## src/rdc_pkg.sv

```systemverilog
// ----------------------------------------------------------------------------
// rdc_pkg
// Shared constants, types and controller/datapath bundles for the radix
// digit converter.
// ----------------------------------------------------------------------------
`default_nettype none

package rdc_pkg;

  localparam int VALUE_BITS = 31;
  localparam int MAX_BASE   = 256;
  localparam int MAX_DIGITS = 32;

  localparam int RADIX_W = 9;
  localparam int DIGIT_W = 8;
  localparam int REM_W   = RADIX_W + 1;
  localparam int ADDR_W  = $clog2(MAX_DIGITS);
  localparam int CNT_W   = $clog2(MAX_DIGITS + 1);
  localparam int BIT_W   = $clog2(VALUE_BITS);

  typedef enum logic [2:0] {
    ST_IDLE,
    ST_DIV,
    ST_STORE,
    ST_READ,
    ST_EMIT
  } state_e;

  typedef struct packed {
    logic load;
    logic div_step;
    logic store;
    logic emit;
    logic emit_err;
  } cmd_t;

  typedef struct packed {
    logic radix_bad;
    logic bit_done;
    logic quot_zero;
    logic count_last;
    logic count_one;
  } status_t;

endpackage

`default_nettype wire

```

## src/rdc_ram.sv

```systemverilog
// ----------------------------------------------------------------------------
// rdc_ram
// Generic single-port RAM with registered read data.
// ----------------------------------------------------------------------------
`default_nettype none

module rdc_ram #(
  parameter int Width = 8,
  parameter int Depth = 32
) (
  input  wire logic                     clk_i,
  input  wire logic                     we_i,
  input  wire logic [$clog2(Depth)-1:0] addr_i,
  input  wire logic [Width-1:0]         wdata_i,
  output logic      [Width-1:0]         rdata_o
);

  logic [Width-1:0] mem_q [Depth];

  always_ff @(posedge clk_i) begin
    if (we_i) begin
      mem_q[addr_i] <= wdata_i;
    end
    rdata_o <= mem_q[addr_i];
  end

endmodule

`default_nettype wire

```

## src/rdc_ctrl.sv

```systemverilog
// ----------------------------------------------------------------------------
// rdc_ctrl
// Controller: sequences division steps, digit stores and digit emission.
// ----------------------------------------------------------------------------
`default_nettype none

module rdc_ctrl (
  input  wire logic             clk_i,
  input  wire logic             rst_ni,
  input  wire logic             start_i,
  input  wire rdc_pkg::status_t status_i,
  output rdc_pkg::cmd_t         cmd_o,
  output logic                  busy_o
);
  import rdc_pkg::*;

  state_e state_q, state_d;

  always_ff @(posedge clk_i or negedge rst_ni) begin
    if (!rst_ni) begin
      state_q <= ST_IDLE;
    end else begin
      state_q <= state_d;
    end
  end

  always_comb begin
    state_d = state_q;
    cmd_o   = '0;
    busy_o  = 1'b1;
    case (state_q)
      ST_IDLE: begin
        busy_o = 1'b0;
        if (start_i) begin
          if (status_i.radix_bad) begin
            cmd_o.emit_err = 1'b1;
          end else begin
            cmd_o.load = 1'b1;
            state_d    = ST_DIV;
          end
        end
      end
      ST_DIV: begin
        cmd_o.div_step = 1'b1;
        if (status_i.bit_done) begin
          state_d = ST_STORE;
        end
      end
      ST_STORE: begin
        cmd_o.store = 1'b1;
        if (status_i.quot_zero || status_i.count_last) begin
          state_d = ST_READ;
        end else begin
          state_d = ST_DIV;
        end
      end
      ST_READ: begin
        // ram read of the next digit is in flight
        state_d = ST_EMIT;
      end
      ST_EMIT: begin
        cmd_o.emit = 1'b1;
        state_d    = status_i.count_one ? ST_IDLE : ST_READ;
      end
      default: begin
        state_d = ST_IDLE;
      end
    endcase
  end

endmodule

`default_nettype wire

```

## src/rdc_datapath.sv

```systemverilog
// ----------------------------------------------------------------------------
// rdc_datapath
// Bit-serial restoring divider, digit store and registered result outputs.
// ----------------------------------------------------------------------------
`default_nettype none

module rdc_datapath (
  input  wire logic                                clk_i,
  input  wire logic                                rst_ni,
  input  wire logic [rdc_pkg::VALUE_BITS-1:0]      value_i,
  input  wire logic [rdc_pkg::RADIX_W-1:0]         radix_i,
  input  wire rdc_pkg::cmd_t                       cmd_i,
  output rdc_pkg::status_t                         status_o,
  output logic                                     strobe_o,
  output logic      [rdc_pkg::DIGIT_W-1:0]         digit_o,
  output logic                                     last_o,
  output logic                                     error_o
);
  import rdc_pkg::*;

  logic [VALUE_BITS-1:0] quot_q, quot_d;
  logic [REM_W-1:0]      rem_q, rem_d;
  logic [RADIX_W-1:0]    base_q, base_d;
  logic [BIT_W-1:0]      bit_cnt_q, bit_cnt_d;
  logic [CNT_W-1:0]      count_q, count_d;
  logic                  strobe_q, strobe_d;
  logic [DIGIT_W-1:0]    digit_q, digit_d;
  logic                  last_q, last_d;
  logic                  error_q, error_d;

  logic [REM_W-1:0]      trial;
  logic                  trial_ge;
  logic [CNT_W-1:0]      count_m1;
  logic [ADDR_W-1:0]     ram_addr;
  logic [DIGIT_W-1:0]    ram_rdata;

  assign trial    = {rem_q[REM_W-2:0], quot_q[VALUE_BITS-1]};
  assign trial_ge = trial >= {1'b0, base_q};
  assign count_m1 = count_q - CNT_W'(1);
  assign ram_addr = cmd_i.store ? count_q[ADDR_W-1:0] : count_m1[ADDR_W-1:0];

  assign status_o.radix_bad  = (radix_i < RADIX_W'(2)) ||
                               (32'(radix_i) > 32'(MAX_BASE));
  assign status_o.bit_done   = bit_cnt_q == BIT_W'(VALUE_BITS - 1);
  assign status_o.quot_zero  = quot_q == '0;
  assign status_o.count_last = count_q == CNT_W'(MAX_DIGITS - 1);
  assign status_o.count_one  = count_q == CNT_W'(1);

  rdc_ram #(
    .Width (DIGIT_W),
    .Depth (MAX_DIGITS)
  ) u_store (
    .clk_i   (clk_i),
    .we_i    (cmd_i.store),
    .addr_i  (ram_addr),
    .wdata_i (rem_q[DIGIT_W-1:0]),
    .rdata_o (ram_rdata)
  );

  always_comb begin
    quot_d    = quot_q;
    rem_d     = rem_q;
    base_d    = base_q;
    bit_cnt_d = bit_cnt_q;
    count_d   = count_q;
    strobe_d  = cmd_i.emit || cmd_i.emit_err;
    digit_d   = digit_q;
    last_d    = last_q;
    error_d   = error_q;

    if (cmd_i.load) begin
      quot_d    = value_i;
      rem_d     = '0;
      base_d    = radix_i;
      bit_cnt_d = '0;
      count_d   = '0;
    end

    if (cmd_i.div_step) begin
      rem_d     = trial_ge ? trial - {1'b0, base_q} : trial;
      quot_d    = {quot_q[VALUE_BITS-2:0], trial_ge};
      bit_cnt_d = status_o.bit_done ? '0 : bit_cnt_q + BIT_W'(1);
    end

    if (cmd_i.store) begin
      // remainder now sits in the ram, start the next division clean
      rem_d   = '0;
      count_d = count_q + CNT_W'(1);
    end

    if (cmd_i.emit) begin
      digit_d = ram_rdata;
      last_d  = status_o.count_one;
      error_d = 1'b0;
      count_d = count_m1;
    end

    if (cmd_i.emit_err) begin
      digit_d = '0;
      last_d  = 1'b1;
      error_d = 1'b1;
    end
  end

  always_ff @(posedge clk_i or negedge rst_ni) begin
    if (!rst_ni) begin
      bit_cnt_q <= '0;
      count_q   <= '0;
      quot_q    <= '0;
      strobe_q  <= 1'b0;
    end else begin
      bit_cnt_q <= bit_cnt_d;
      count_q   <= count_d;
      quot_q    <= quot_d;
      strobe_q  <= strobe_d;
    end
  end

  always_ff @(posedge clk_i) begin
    rem_q   <= rem_d;
    base_q  <= base_d;
    digit_q <= digit_d;
    last_q  <= last_d;
    error_q <= error_d;
  end

  assign strobe_o = strobe_q;
  assign digit_o  = digit_q;
  assign last_o   = last_q;
  assign error_o  = error_q;

endmodule

`default_nettype wire

```

## src/radix_digit_converter_core.sv

```systemverilog
// ----------------------------------------------------------------------------
// radix_digit_converter_core
// Converts a value to digits of a chosen base, most significant digit first.
// ----------------------------------------------------------------------------
// An item is taken when start_i is high and busy_o is low. Each digit is a
// restoring division by the base, one quotient bit per cycle, so a digit costs
// 31 division steps and one store into the digit ram, and emission then
// reads each digit through the registered ram read. busy_o stays high for
// the whole conversion of up to 31 digits. A base below 2 or above 256 gives a
// single digit 0 with error_o and last_o set, in the cycle after the item, and
// busy_o stays low. Digits come out on strobe_o, one cycle each, and the
// receiver must take every one as it appears: there is no back-pressure.
// ----------------------------------------------------------------------------
`default_nettype none

module radix_digit_converter_core (
  input  wire logic                           clk_i,
  input  wire logic                           rst_ni,
  input  wire logic                           start_i,
  input  wire logic [rdc_pkg::VALUE_BITS-1:0] value_i,
  input  wire logic [rdc_pkg::RADIX_W-1:0]    radix_i,
  output logic                                busy_o,
  output logic                                strobe_o,
  output logic      [rdc_pkg::DIGIT_W-1:0]    digit_o,
  output logic                                last_o,
  output logic                                error_o
);
  import rdc_pkg::*;

  cmd_t    cmd;
  status_t status;

  rdc_ctrl u_ctrl (
    .clk_i    (clk_i),
    .rst_ni   (rst_ni),
    .start_i  (start_i),
    .status_i (status),
    .cmd_o    (cmd),
    .busy_o   (busy_o)
  );

  rdc_datapath u_datapath (
    .clk_i    (clk_i),
    .rst_ni   (rst_ni),
    .value_i  (value_i),
    .radix_i  (radix_i),
    .cmd_i    (cmd),
    .status_o (status),
    .strobe_o (strobe_o),
    .digit_o  (digit_o),
    .last_o   (last_o),
    .error_o  (error_o)
  );

endmodule

`default_nettype wire

```

## config.mk

```make
export PLATFORM = sky130hd
export DESIGN_NAME = radix_digit_converter_core
export DESIGN_NICKNAME = d
export VERILOG_FILES = /design/src/rdc_pkg.sv /design/src/rdc_ram.sv /design/src/rdc_ctrl.sv /design/src/rdc_datapath.sv /design/src/radix_digit_converter_core.sv
export SDC_FILE = /design/constraint.sdc
export NUM_CORES = 1
export LEC_CHECK = 0
export ABC_AREA = 0
export BUFFER_PORTS_ARGS = -buffer_cell sky130_fd_sc_hd__buf_2
export CAP_MARGIN = 30
export CORE_ASPECT_RATIO = 0.9
export CORE_MARGIN = 5
export CORE_UTILIZATION = 40
export DETAILED_ROUTE_END_ITERATION = 16
export SETUP_SLACK_MARGIN = 0.5
export SLEW_MARGIN = 15
export SYNTH_ARGS = -nofsm -noshare
export SYNTH_HDL_FRONTEND = slang
export SYNTH_HIERARCHICAL = 1
export SYNTH_SLANG_ARGS = --single-unit
```

## constraint.sdc

```tcl
create_clock -name clk_i -period 4.4 [get_ports clk_i]
set_clock_uncertainty 0.05 [all_clocks]
set_input_delay 0.22 -clock clk_i [delete_from_list [all_inputs] [get_ports clk_i]]
set_output_delay 0.22 -clock clk_i [all_outputs]
set_load 0.02 [all_outputs]
```

== Yosys cells after proc, flatten, opt, wreduce, memory -nomap -nowiden ==
Memory sizes are Yosys's and may differ from the RTL's. A register that Yosys moved wholly into a read port is not among the register bits.
Index checks and enable logic that the tools add are counted.
Widths: inputs -> output; s select.

* Register bits: 74
* RAM bits: 256
* Input bits: 43
* Output and inout port bits: 12
* Memories kept: 1

* $add $sub $neg: 4
* $lt $le $gt $ge: 3
* Equal/unequal tests: 10
* Muxes and demuxes: 30
* Reductions and logical operators: 8

{| class="wikitable"
|+ Memories
! memory !! words !! bits a word !! read ports !! clocked after Yosys merged registers in !! wr ports !! RTL line !! RTL
|-
| u_datapath.u_store.mem_q || 32 || 8 || 1 || 1 || 1 || rdc_ram.sv:18 || <nowiki>logic [Width-1:0] mem_q [Depth];</nowiki>
|}

{| class="wikitable"
|+ Operators with widths
! kind !! count
|-
| $mux 31 || 2
|-
| $logic_not 31->1 || 1
|-
| $mux 9 || 3
|-
| $mux 5 || 4
|-
| $mux 6 || 3
|-
| $pmux 3 s5 || 1
|-
| $mux 1 || 12
|-
| $ge 10x9->1 || 1
|-
| $gt 9x9->1 const B || 1
|-
| $lt 9x2->1 const B || 1
|-
| $mux 3 || 3
|-
| $sub 9x9->9 || 1
|-
| $add 6x1->6 const B || 1
|-
| $eq 3x2->1 const B || 2
|-
| $eq 6x1->1 const B || 1
|-
| $eq 6x5->1 const B || 1
|-
| $sub 6x1->6 const B || 1
|-
| $add 5x1->5 const B || 1
|-
| $eq 5x5->1 const B || 1
|-
| $mux 2 || 2
|-
| $ne 2x2->1 const B || 2
|-
| $eq 3x1->1 const B || 1
|-
| $eq 3x3->1 const B || 1
|-
| $logic_not 3->1 || 1
|-
| 5 further kinds || 7
|}

== Logic depth before layout (Yosys ltp) ==
Gate-level depths: netlist of run 1.

* Word-level depth: 8
* Mapped depth: 14
* Gate-level depth less buffers: 9

== Modules after synthesis ==
Netlist of run 1, hierarchy kept.

{| class="wikitable"
|+ By module, submodules not included
! module !! times used !! cells an instance !! area an instance (µm²)
|-
| rdc_ram || 1 || 576 || 10206.0
|-
| rdc_datapath || 1 || 421 || 3921.3
|-
| rdc_ctrl || 1 || 26 || 221.5
|}

== Least setup slack after synthesis of run 1 ==
No wires, ideal clock.

* Path type: flip-flop to flip-flop
* Start: register u_ctrl.state_q[0]
* End: memory u_datapath.u_store.mem_q[27][0], enable pin
* Library setup time: 0.383 ns
* Data arrival time: 2.954 ns
* Required time: 3.967 ns
* Slack: 1.012 ns
* Cell stages (with the launch flop): 13
* Path buffers: 6
* Path through: dfrtp_1 > buf_6 > nand2b_1 > nor2_1 > clkbuf_1 > clkbuf_1 > nand2_1 > o21ai_0 > clkbuf_1 > buf_2 > buf_2 > nand3_1 > nor3_1

{| class="wikitable"
|+ RTL lines
! item !! RTL line !! RTL
|-
| start, declared || rdc_ctrl.sv:17 || <nowiki>state_e state_q, state_d;</nowiki>
|-
| start signal, assigned || rdc_ctrl.sv:23 || <nowiki>state_q <= state_d;</nowiki>
|-
| end, declared || rdc_ram.sv:18 ||
|}

== Worst setup path after layout of run 1 ==
* Start: register u_datapath.count_q[0]
* End: register u_datapath.u_store.rdata_o[6], read port of u_datapath.u_store.mem_q

* Cells in the longest elaborated chain, start to end: 2

{| class="wikitable"
|+ Ends and longest elaborated chain
! item !! RTL line !! RTL
|-
| start, declared || rdc_datapath.sv:25 || <nowiki>logic [CNT_W-1:0] count_q, count_d;</nowiki>
|-
| start signal, assigned || rdc_datapath.sv:113 || <nowiki>count_q <= count_d;</nowiki>
|-
| $sub 6x1->6 || rdc_datapath.sv:39 || <nowiki>assign count_m1 = count_q - CNT_W'(1);</nowiki>
|-
| $mux 5 || rdc_datapath.sv:40 || <nowiki>assign ram_addr = cmd_i.store ? count_q[ADDR_W-1:0] : count_m1[ADDR_W-1:0];</nowiki>
|-
| named net u_datapath.ram_addr[1] || rdc_datapath.sv:34 || <nowiki>logic [ADDR_W-1:0] ram_addr;</nowiki>
|-
| end, declared || rdc_ram.sv:15 || <nowiki>output logic [Width-1:0] rdata_o</nowiki>
|}

The timed path passes the listed nets, and every way through them passes these cells.
A chain may end at the register's enable or synchronous reset.

==> flow_summary.yaml, run 1 <==
sta:
  fmax_mhz: 281
  drv_slew: 0
  finalCritPeriodShare_pct: 80.9
  worst_pin_slew_ps: 971
  rsz0062_at_grt: "false"
  hold_viol: 0
  finalSetupViolations: 0
  worst_slack_ps: 841
  finalSetupTns_ps: 0
  max_slew_margin_pct: 35.0
  period_minus_slack_ps: 3560
clocking:
  cts.path.max_buffers: 3
  clockRootBuffer: "clkbuf_16"
  cts_sinks: 338
  clk_pin_slew_ps: 60
  cts_tree: "done"
  insertion_delay_ps: 520
  htree_levels: 2
  numCtsBuffers: 35
layout:
  n_antenna_cell: 0
  finalNonFillerCells: 1635
  synthToLayoutAreaGrowth_pct: 17.4
  num-nets-final: 1198
  drive_gt1_share_pct: 14.6
floorplan:
  die_y_microns: 190
  ioPinCount: 55
  rows: 65
  die_area_sq_mm: 0.0398
  core_area_sq_mm: 0.0352
  dieWidth_microns: 210
  start_util_pct: 40.7
global_routing:
  grt_usage_pct: 16.3
  grt_max_degree: 72
  antenna_found_initial: 0
  grt_pass1_wl_mm: 50.6
  grt_pass1_vias: 8448
  overflow: 0
pwr:
  p_per_area_mw_per_mm2: 705
  power.leakage_uw: 0.00630
  peakVddDrop_mv: 0.384
setup_path:
  rrSetupSlack_ps: 840
  critPathMaxFanout: 21
  r2r_start: "u_datapath/count_q[0]$_DFFE_PN0P_"
  crit_arrival_ps: 3910
  required_ps: 4750
  crit_type: "register to register"
  rr_endpoint: "u_datapath/u_store/rdata_o[6]$_DFF_P_"
  worst_setup_path_end_kind: "register"
  worst-r2r-cell-count: 9
  critPathLaunchType: "register"
yosys:
  synthArstFlopShare_pct: 13.6
  yosysTopAreaCell: "edfxtp_1"
  yosys_warnings: 6
  syn_area_per_cell_sq_um: 14.0
  synth_cell_types: 66
  synth_area_sq_mm: 0.0143
  synth_flop_cell: "edfxtp_1"
  synth-edff-count: 265
  ys_top_cells_by_area: "edfxtp_1 (55%), mux2i_1 (12%), dfrtp_1 (8.0%)"
  ys_seq_area_share_pct: 67.2
  synth_seq_cells: 338
  netlist_instances: 1023
  synth_nets: 1082
  synth_top_cell_area_share_pct: 55.5
detailed_routing:
  drtAntennaViolNets: 0
  first_iter_violations: 665
  met2_length_mm: 14.9
  drt_pass1_iterations: 5
  met1Wirelength_mm: 15.7
  vias_per_cell: 5.33
  top_layer: "met4"
  drt-total-wl_mm: 32.6
  drc_errors: 0
  vias: 8718
  dr_wl_met3_mm: 1.46
  routedWlPerCell_microns: 20.0
placed_design:
  io_buffers: 54
  place_worst_setup_slack_ps: 691
  dp.final_hpwl_mm: 21.3
  dp_cells: 1529
  gp_congestion: 0.828
worst_hold_path:
  min_path_type: "input pin to register"
  hold_start: "start_i"
  hold_depth: 4
  whs_endpoint: "u_ctrl/state_q[1]$_DFFE_PN0P_"
flow_run:
  drv_cap: 0
status:
  outcome: "complete, no violations"
[registers in the layout, indices dropped and copies added, names as in the netlist]
register / flops
u_datapath/u_store/rdata_o: 8
u_ctrl/state_q: 3
u_datapath/digit_o: 8
u_datapath/strobe_o: 1
u_datapath/quot_q: 31
u_datapath/bit_cnt_q: 5
u_datapath/u_store/mem_q: 256
u_datapath/rem_q: 9
u_datapath/count_q: 6
u_datapath/error_o: 1
u_datapath/last_o: 1
u_datapath/base_q: 9
[cell families (layout without fill, tap and decap cells)]
| logic type | Yosys count | count (layout) | synth area share, % |
|---|---|---|---|
| compound gates | 168 | 168 | 7.46 |
| fa+ha+maj | 16 | 16 | 1.45 |
| buf+inv | 86 | 229 | 2.82 |
| xor+xnor | 12 | 12 | 0.732 |
| mux | 169 | 169 | 11.8 |
| flops | 338 | 338 | 67.2 |
| simple gates | 234 | 234 | 8.49 |
[layout make-up]
class,count,area [sq um]
tap,469,587
inverter,22,82.6
clock buffer,49,968
timing repair buffer,143,1080
multi-input combinational,599,4330
sequential,338,9650
clock inverter,15,155
fill,3053,18400
[synthesized netlist by cell type (all sizes together), types with 2 or more instances]
cell type  number
inv            22
ha             15
nor2b           5
o211ai         10
nor3b           5
and3            4
nor4           25
or3             4
o22ai          65
nand3b          5
o31ai           3
or2             2
dfxtp          27
a211oi          3
nand4           6
nand4b          6
a31oi           3
xnor2           4
or3b            3
nor2           55
o21a            2
o21ai          49
buf            39
a21oi          15
clkbuf         25
dfrtp          46
o311a           2
nand4bb         5
nand2b          7
a211o           2
nand3           9
nor3           14
a32o            3
edfxtp        265
or4b            4
xor2            8
mux2i         168
a21o            3
nand2          71
[metrics by stage]
step	instance area (sq um)	hold slack [ps]	utilization, %	total power [uW]
after floorplan	14300	-126	-	7720
after global placement	15300	364	43.4	8950
after detailed placement	15300	109	43.5	9020
after CTS	16800	67.0	47.8	11900
after global routing	16900	110	47.9	12600
final	16900	89.9	47.9	11900
[where the power goes]
part           total (uW)  internal, uW  switching [uW]
clock network        2880          1680            1200
logic                4620          1760            2860
registers            4380          4100             277
total               11900          7540            4330
[critical path, cell delays in order, from the launching register on]
cell and delay [ps]:
dfrtp_1 450, inv_1 90, ha_1 360, o21ai_4 790
buf_4 430, buf_4 280, mux2i_1 210, o22ai_1 100
nor4_1 540, nand2_1 100
[per-layer routing]
layer,vias to the layer above,GRT usage (%)
met5,-,0
met4,0,4.24
met3,45,2.75
met2,204,24.9
met1,4302,24.4
li1,4167,-
[worst max-delay path by stage]
stage,start,to,slack (ps),depth (start not counted)
6_report,u_datapath/count_q[0]$_DFFE_PN0P_,u_datapath/u_store/rdata_o[6]$_DFF_P_,840,9
2_1_floorplan,u_ctrl/state_q[0]$_DFFE_PN0P_,u_datapath/u_store/mem_q[27][0]$_DFFE_PP_,1010,12
3_5_place_dp,u_ctrl/state_q[0]$_DFFE_PN0P_,u_datapath/u_store/rdata_o[6]$_DFF_P_,690,10
3_3_place_gp,u_ctrl/state_q[0]$_DFFE_PN0P_,u_datapath/u_store/mem_q[31][1]$_DFFE_PP_,730,6
4_1_cts,u_ctrl/state_q[0]$_DFFE_PN0P_,u_datapath/u_store/rdata_o[6]$_DFF_P_,700,10
5_1_grt,u_datapath/count_q[0]$_DFFE_PN0P_,u_datapath/u_store/rdata_o[6]$_DFF_P_,670,9
[layout by cell type (no fill, tap or decap), types with 4 or more instances in the layout]
| cell | count |
|---|---|
| edfxtp_1 | 265 |
| mux2i_1 | 168 |
| nand2_1 | 71 |
| o22ai_1 | 64 |
| buf_2 | 55 |
| nor2_1 | 53 |
| dfrtp_1 | 46 |
| o21ai_0 | 45 |
| buf_4 | 44 |
| dlygate4sd3_1 | 41 |
| clkbuf_16 | 35 |
| dfxtp_1 | 27 |
| nor4_1 | 25 |
| inv_1 | 22 |
| ha_1 | 15 |
| a21oi_1 | 14 |
| nor3_1 | 11 |
| clkbuf_1 | 10 |
| o211ai_1 | 10 |
| nand3_1 | 9 |
| xor2_1 | 8 |
| nand2b_1 | 7 |
| clkinv_1 | 6 |
| nand4b_1 | 6 |
| nor2b_1 | 5 |
| nand4_1 | 5 |
| nand3b_1 | 5 |
| nand4bb_1 | 5 |
| clkbuf_8 | 4 |
| or3_1 | 4 |
| nor3b_1 | 4 |
| or4b_1 | 4 |
[what timing repair did]
action / 4_1_cts / 5_1_grt
setup buffers: 0 / 0
gates resized for setup: 0 / 2
hold buffers: 41 / 0
endpoints found under the setup margin: 0 / 9
hold endpoints to repair: 86 / 0
Power figures use the tool's default switching activity.
==> run 2: changes to the inputs <==
==> constraint.sdc (replaced) <==
create_clock -name clk_i -period 3.1 [get_ports clk_i]
set_clock_uncertainty 0.05 [all_clocks]
set_input_delay 0.155 -clock clk_i [delete_from_list [all_inputs] [get_ports clk_i]]
set_output_delay 0.155 -clock clk_i [all_outputs]
set_load 0.02 [all_outputs]
==> flow_summary.yaml, run 2 (synthesized netlist as in run 1, its figures left out) <==
layout:
  num-nets-final: 1289
  final_common_cell: "edfxtp_1"
  reg.largest.list: "u_datapath/u_store/mem_q (256), u_datapath/quot_q (31)"
  final_area_sq_mm: 0.0187
  largest_reg_flops: 256
  synthToLayoutAreaGrowth_pct: 30.6
  fillers: 2860
  final_cell_mix: "edfxtp_1 (265), mux2i_1 (168), buf_4 (99), nand2_1 (69), buf_2 (54)"
  drive_gt1_share_pct: 28.3
  largest_register: "u_datapath/u_store/mem_q"
setup_path:
  critPathBufInv: 5
  cp_common_cell: "buf_6"
  cp_cell_sequence: "buf_6 > or3_4 > nor2_4 > xor2_2 > buf_6 > buf_12 > buf_16 > or4bb_4 > o22ai_4 > nor4_4 > buf_4 > nand2_1"
  cp_top_family: "simple AND/OR/NAND/NOR gates"
  startpoint: "u_datapath/count_q[1]$_DFFE_PN0P_"
  crit_arrival_ps: 3080
  slowest_stage: "or4bb_4"
  crit_type: "register to register"
  worst_setup_path_end_kind: "register"
  crit_path_max_incr_delay_ps: 640
  critPathLaunchType: "register"
  critPathMaxFanout: 8
  required_ps: 3530
  r2r_start: "u_datapath/count_q[1]$_DFFE_PN0P_"
clocking:
  clockRootBuffer: "clkbuf_16"
  cts_sinks: 338
  cts.path.max_buffers: 3
  insertion_delay_ps: 530
  cts_tree: "done"
  numCtsBuffers: 36
  clk_pin_slew_ps: 60
  htree_levels: 2
worst_hold_path:
  min_path_type: "input pin to register"
  hold_start: "start_i"
global_routing:
  antenna_found_initial: 0
  overflow: 0
  grt_pass1_wl_mm: 55.4
  grt_pass1_vias: 9168
  grt_usage_pct: 18.0
  grt_max_degree: 72
detailed_routing:
  vias_per_cell: 5.36
  first_iter_violations: 725
  drt-total-wl_mm: 36.0
  routedWlPerCell_microns: 20.9
  drc_errors: 0
  drt_pass1_iterations: 5
  vias: 9258
  drtAntennaViolNets: 0
floorplan:
  start_util_pct: 40.7
  die_y_microns: 190
  rows: 65
  dieWidth_microns: 210
  core_area_sq_mm: 0.0352
  die_area_sq_mm: 0.0398
  ioPinCount: 55
sta:
  worst_pin_slew_ps: 593
  finalSetupViolations: 0
  drv_slew: 0
  max_slew_margin_pct: 60.5
  finalSetupTns_ps: 0
  fmax_mhz: 377
  finalCritPeriodShare_pct: 85.6
  rsz0062_at_grt: "true"
  period_minus_slack_ps: 2650
  hold_viol: 0
placed_design:
  place_area_sq_mm: 0.0159
  dp.final_hpwl_mm: 23.0
  io_buffers: 54
  gp_congestion: 0.839
pwr:
  p_per_area_mw_per_mm2: 1090
  power.leakage_uw: 0.00705
  peakVddDrop_mv: 0.481
flow_run:
  drv_cap: 0
status:
  outcome: "complete, no violations"
-- run 2: worst reg2reg max path, cell delays in order, from the launching register on --
cell and delay [ps]:
dfrtp_1 400, buf_6 140, or3_4 340, nor2_4 100, xor2_2 70, buf_6 150
buf_12 130, buf_16 130, or4bb_4 640, o22ai_4 190, nor4_4 80, buf_4 140
nand2_1 50
-- run 2: report_power, final --
| group | internal, uW | switching [uW] |
|---|---|---|
| clock | 2880 | 1720 |
| sequential | 5820 | 389 |
| combinational | 4360 | 5200 |
| total | 13100 | 7310 |
-- run 2: metrics by stage --
step | power, uW | hold slack, ps | instances | setup slack [ps] | utilization [%]
final | 20400 | 66.5 | 1726 | 446 | 53.2
after global placement | 13900 | 296 | 1568 | 174 | 45.2
after CTS | 19800 | 41.9 | 1697 | 479 | 51.9
after global routing | 21300 | 72.3 | 1725 | 373 | 53.2
after detailed placement | 14100 | 105 | 1569 | 87.9 | 45.2
after floorplan | 11300 | -191 | 1023 | 212 | -
-- run 2: path summary, 6_finish.rpt --
check	end	slack, ps	cells after the start
worst min register to register	u_datapath/error_o$_SDFFE_PP1P_	410	1
worst max-delay path	u_datapath/u_store/rdata_o[5]$_DFF_P_	450	12
min in group asynchronous	u_datapath/quot_q[16]$_DFFE_PN0P_	80	2
worst min-delay path	u_ctrl/state_q[1]$_DFFE_PN0P_	70	4
max in group asynchronous	u_ctrl/state_q[2]$_DFFE_PN0P_	2380	3
worst max register to register	u_datapath/u_store/rdata_o[5]$_DFF_P_	450	12
-- run 2: routing by layer --
layer | wire (microns) | track usage (%) | vias to the layer above | share of wire, %
met3 | 2100 | 3.79 | 72 | 5.8
li1 | - | - | 4338 | -
met5 | 0 | 0 | - | 0
met4 | 1160 | 5.72 | 0 | 3.2
met1 | 16100 | 25.6 | 4618 | 45
met2 | 16700 | 28.0 | 230 | 46
-- run 2: what timing repair did --
action                     in CTS  in global routing
gates cloned                    3                  1
buffers inserted               20                 27
hold endpoints to repair       86                  0
setup endpoints to repair     263                203
gates resized for setup        63                 22
hold buffers                   41                  0
pin swaps                      24                 20
-- run 2: cell type report --
type                            count  area (sq um)  area share [%]
Sequential cell                   338          9650            51.5
Multi-Input combinational cell    599          5000            26.7
Timing Repair Buffer              233          2140            11.4
Clock buffer                       47          1000            5.36
Tap cell                          469           587            3.13
Clock inverter                     17           275            1.47
Inverter                           22          82.6           0.441
Antenna cell                        1          2.50          0.0134
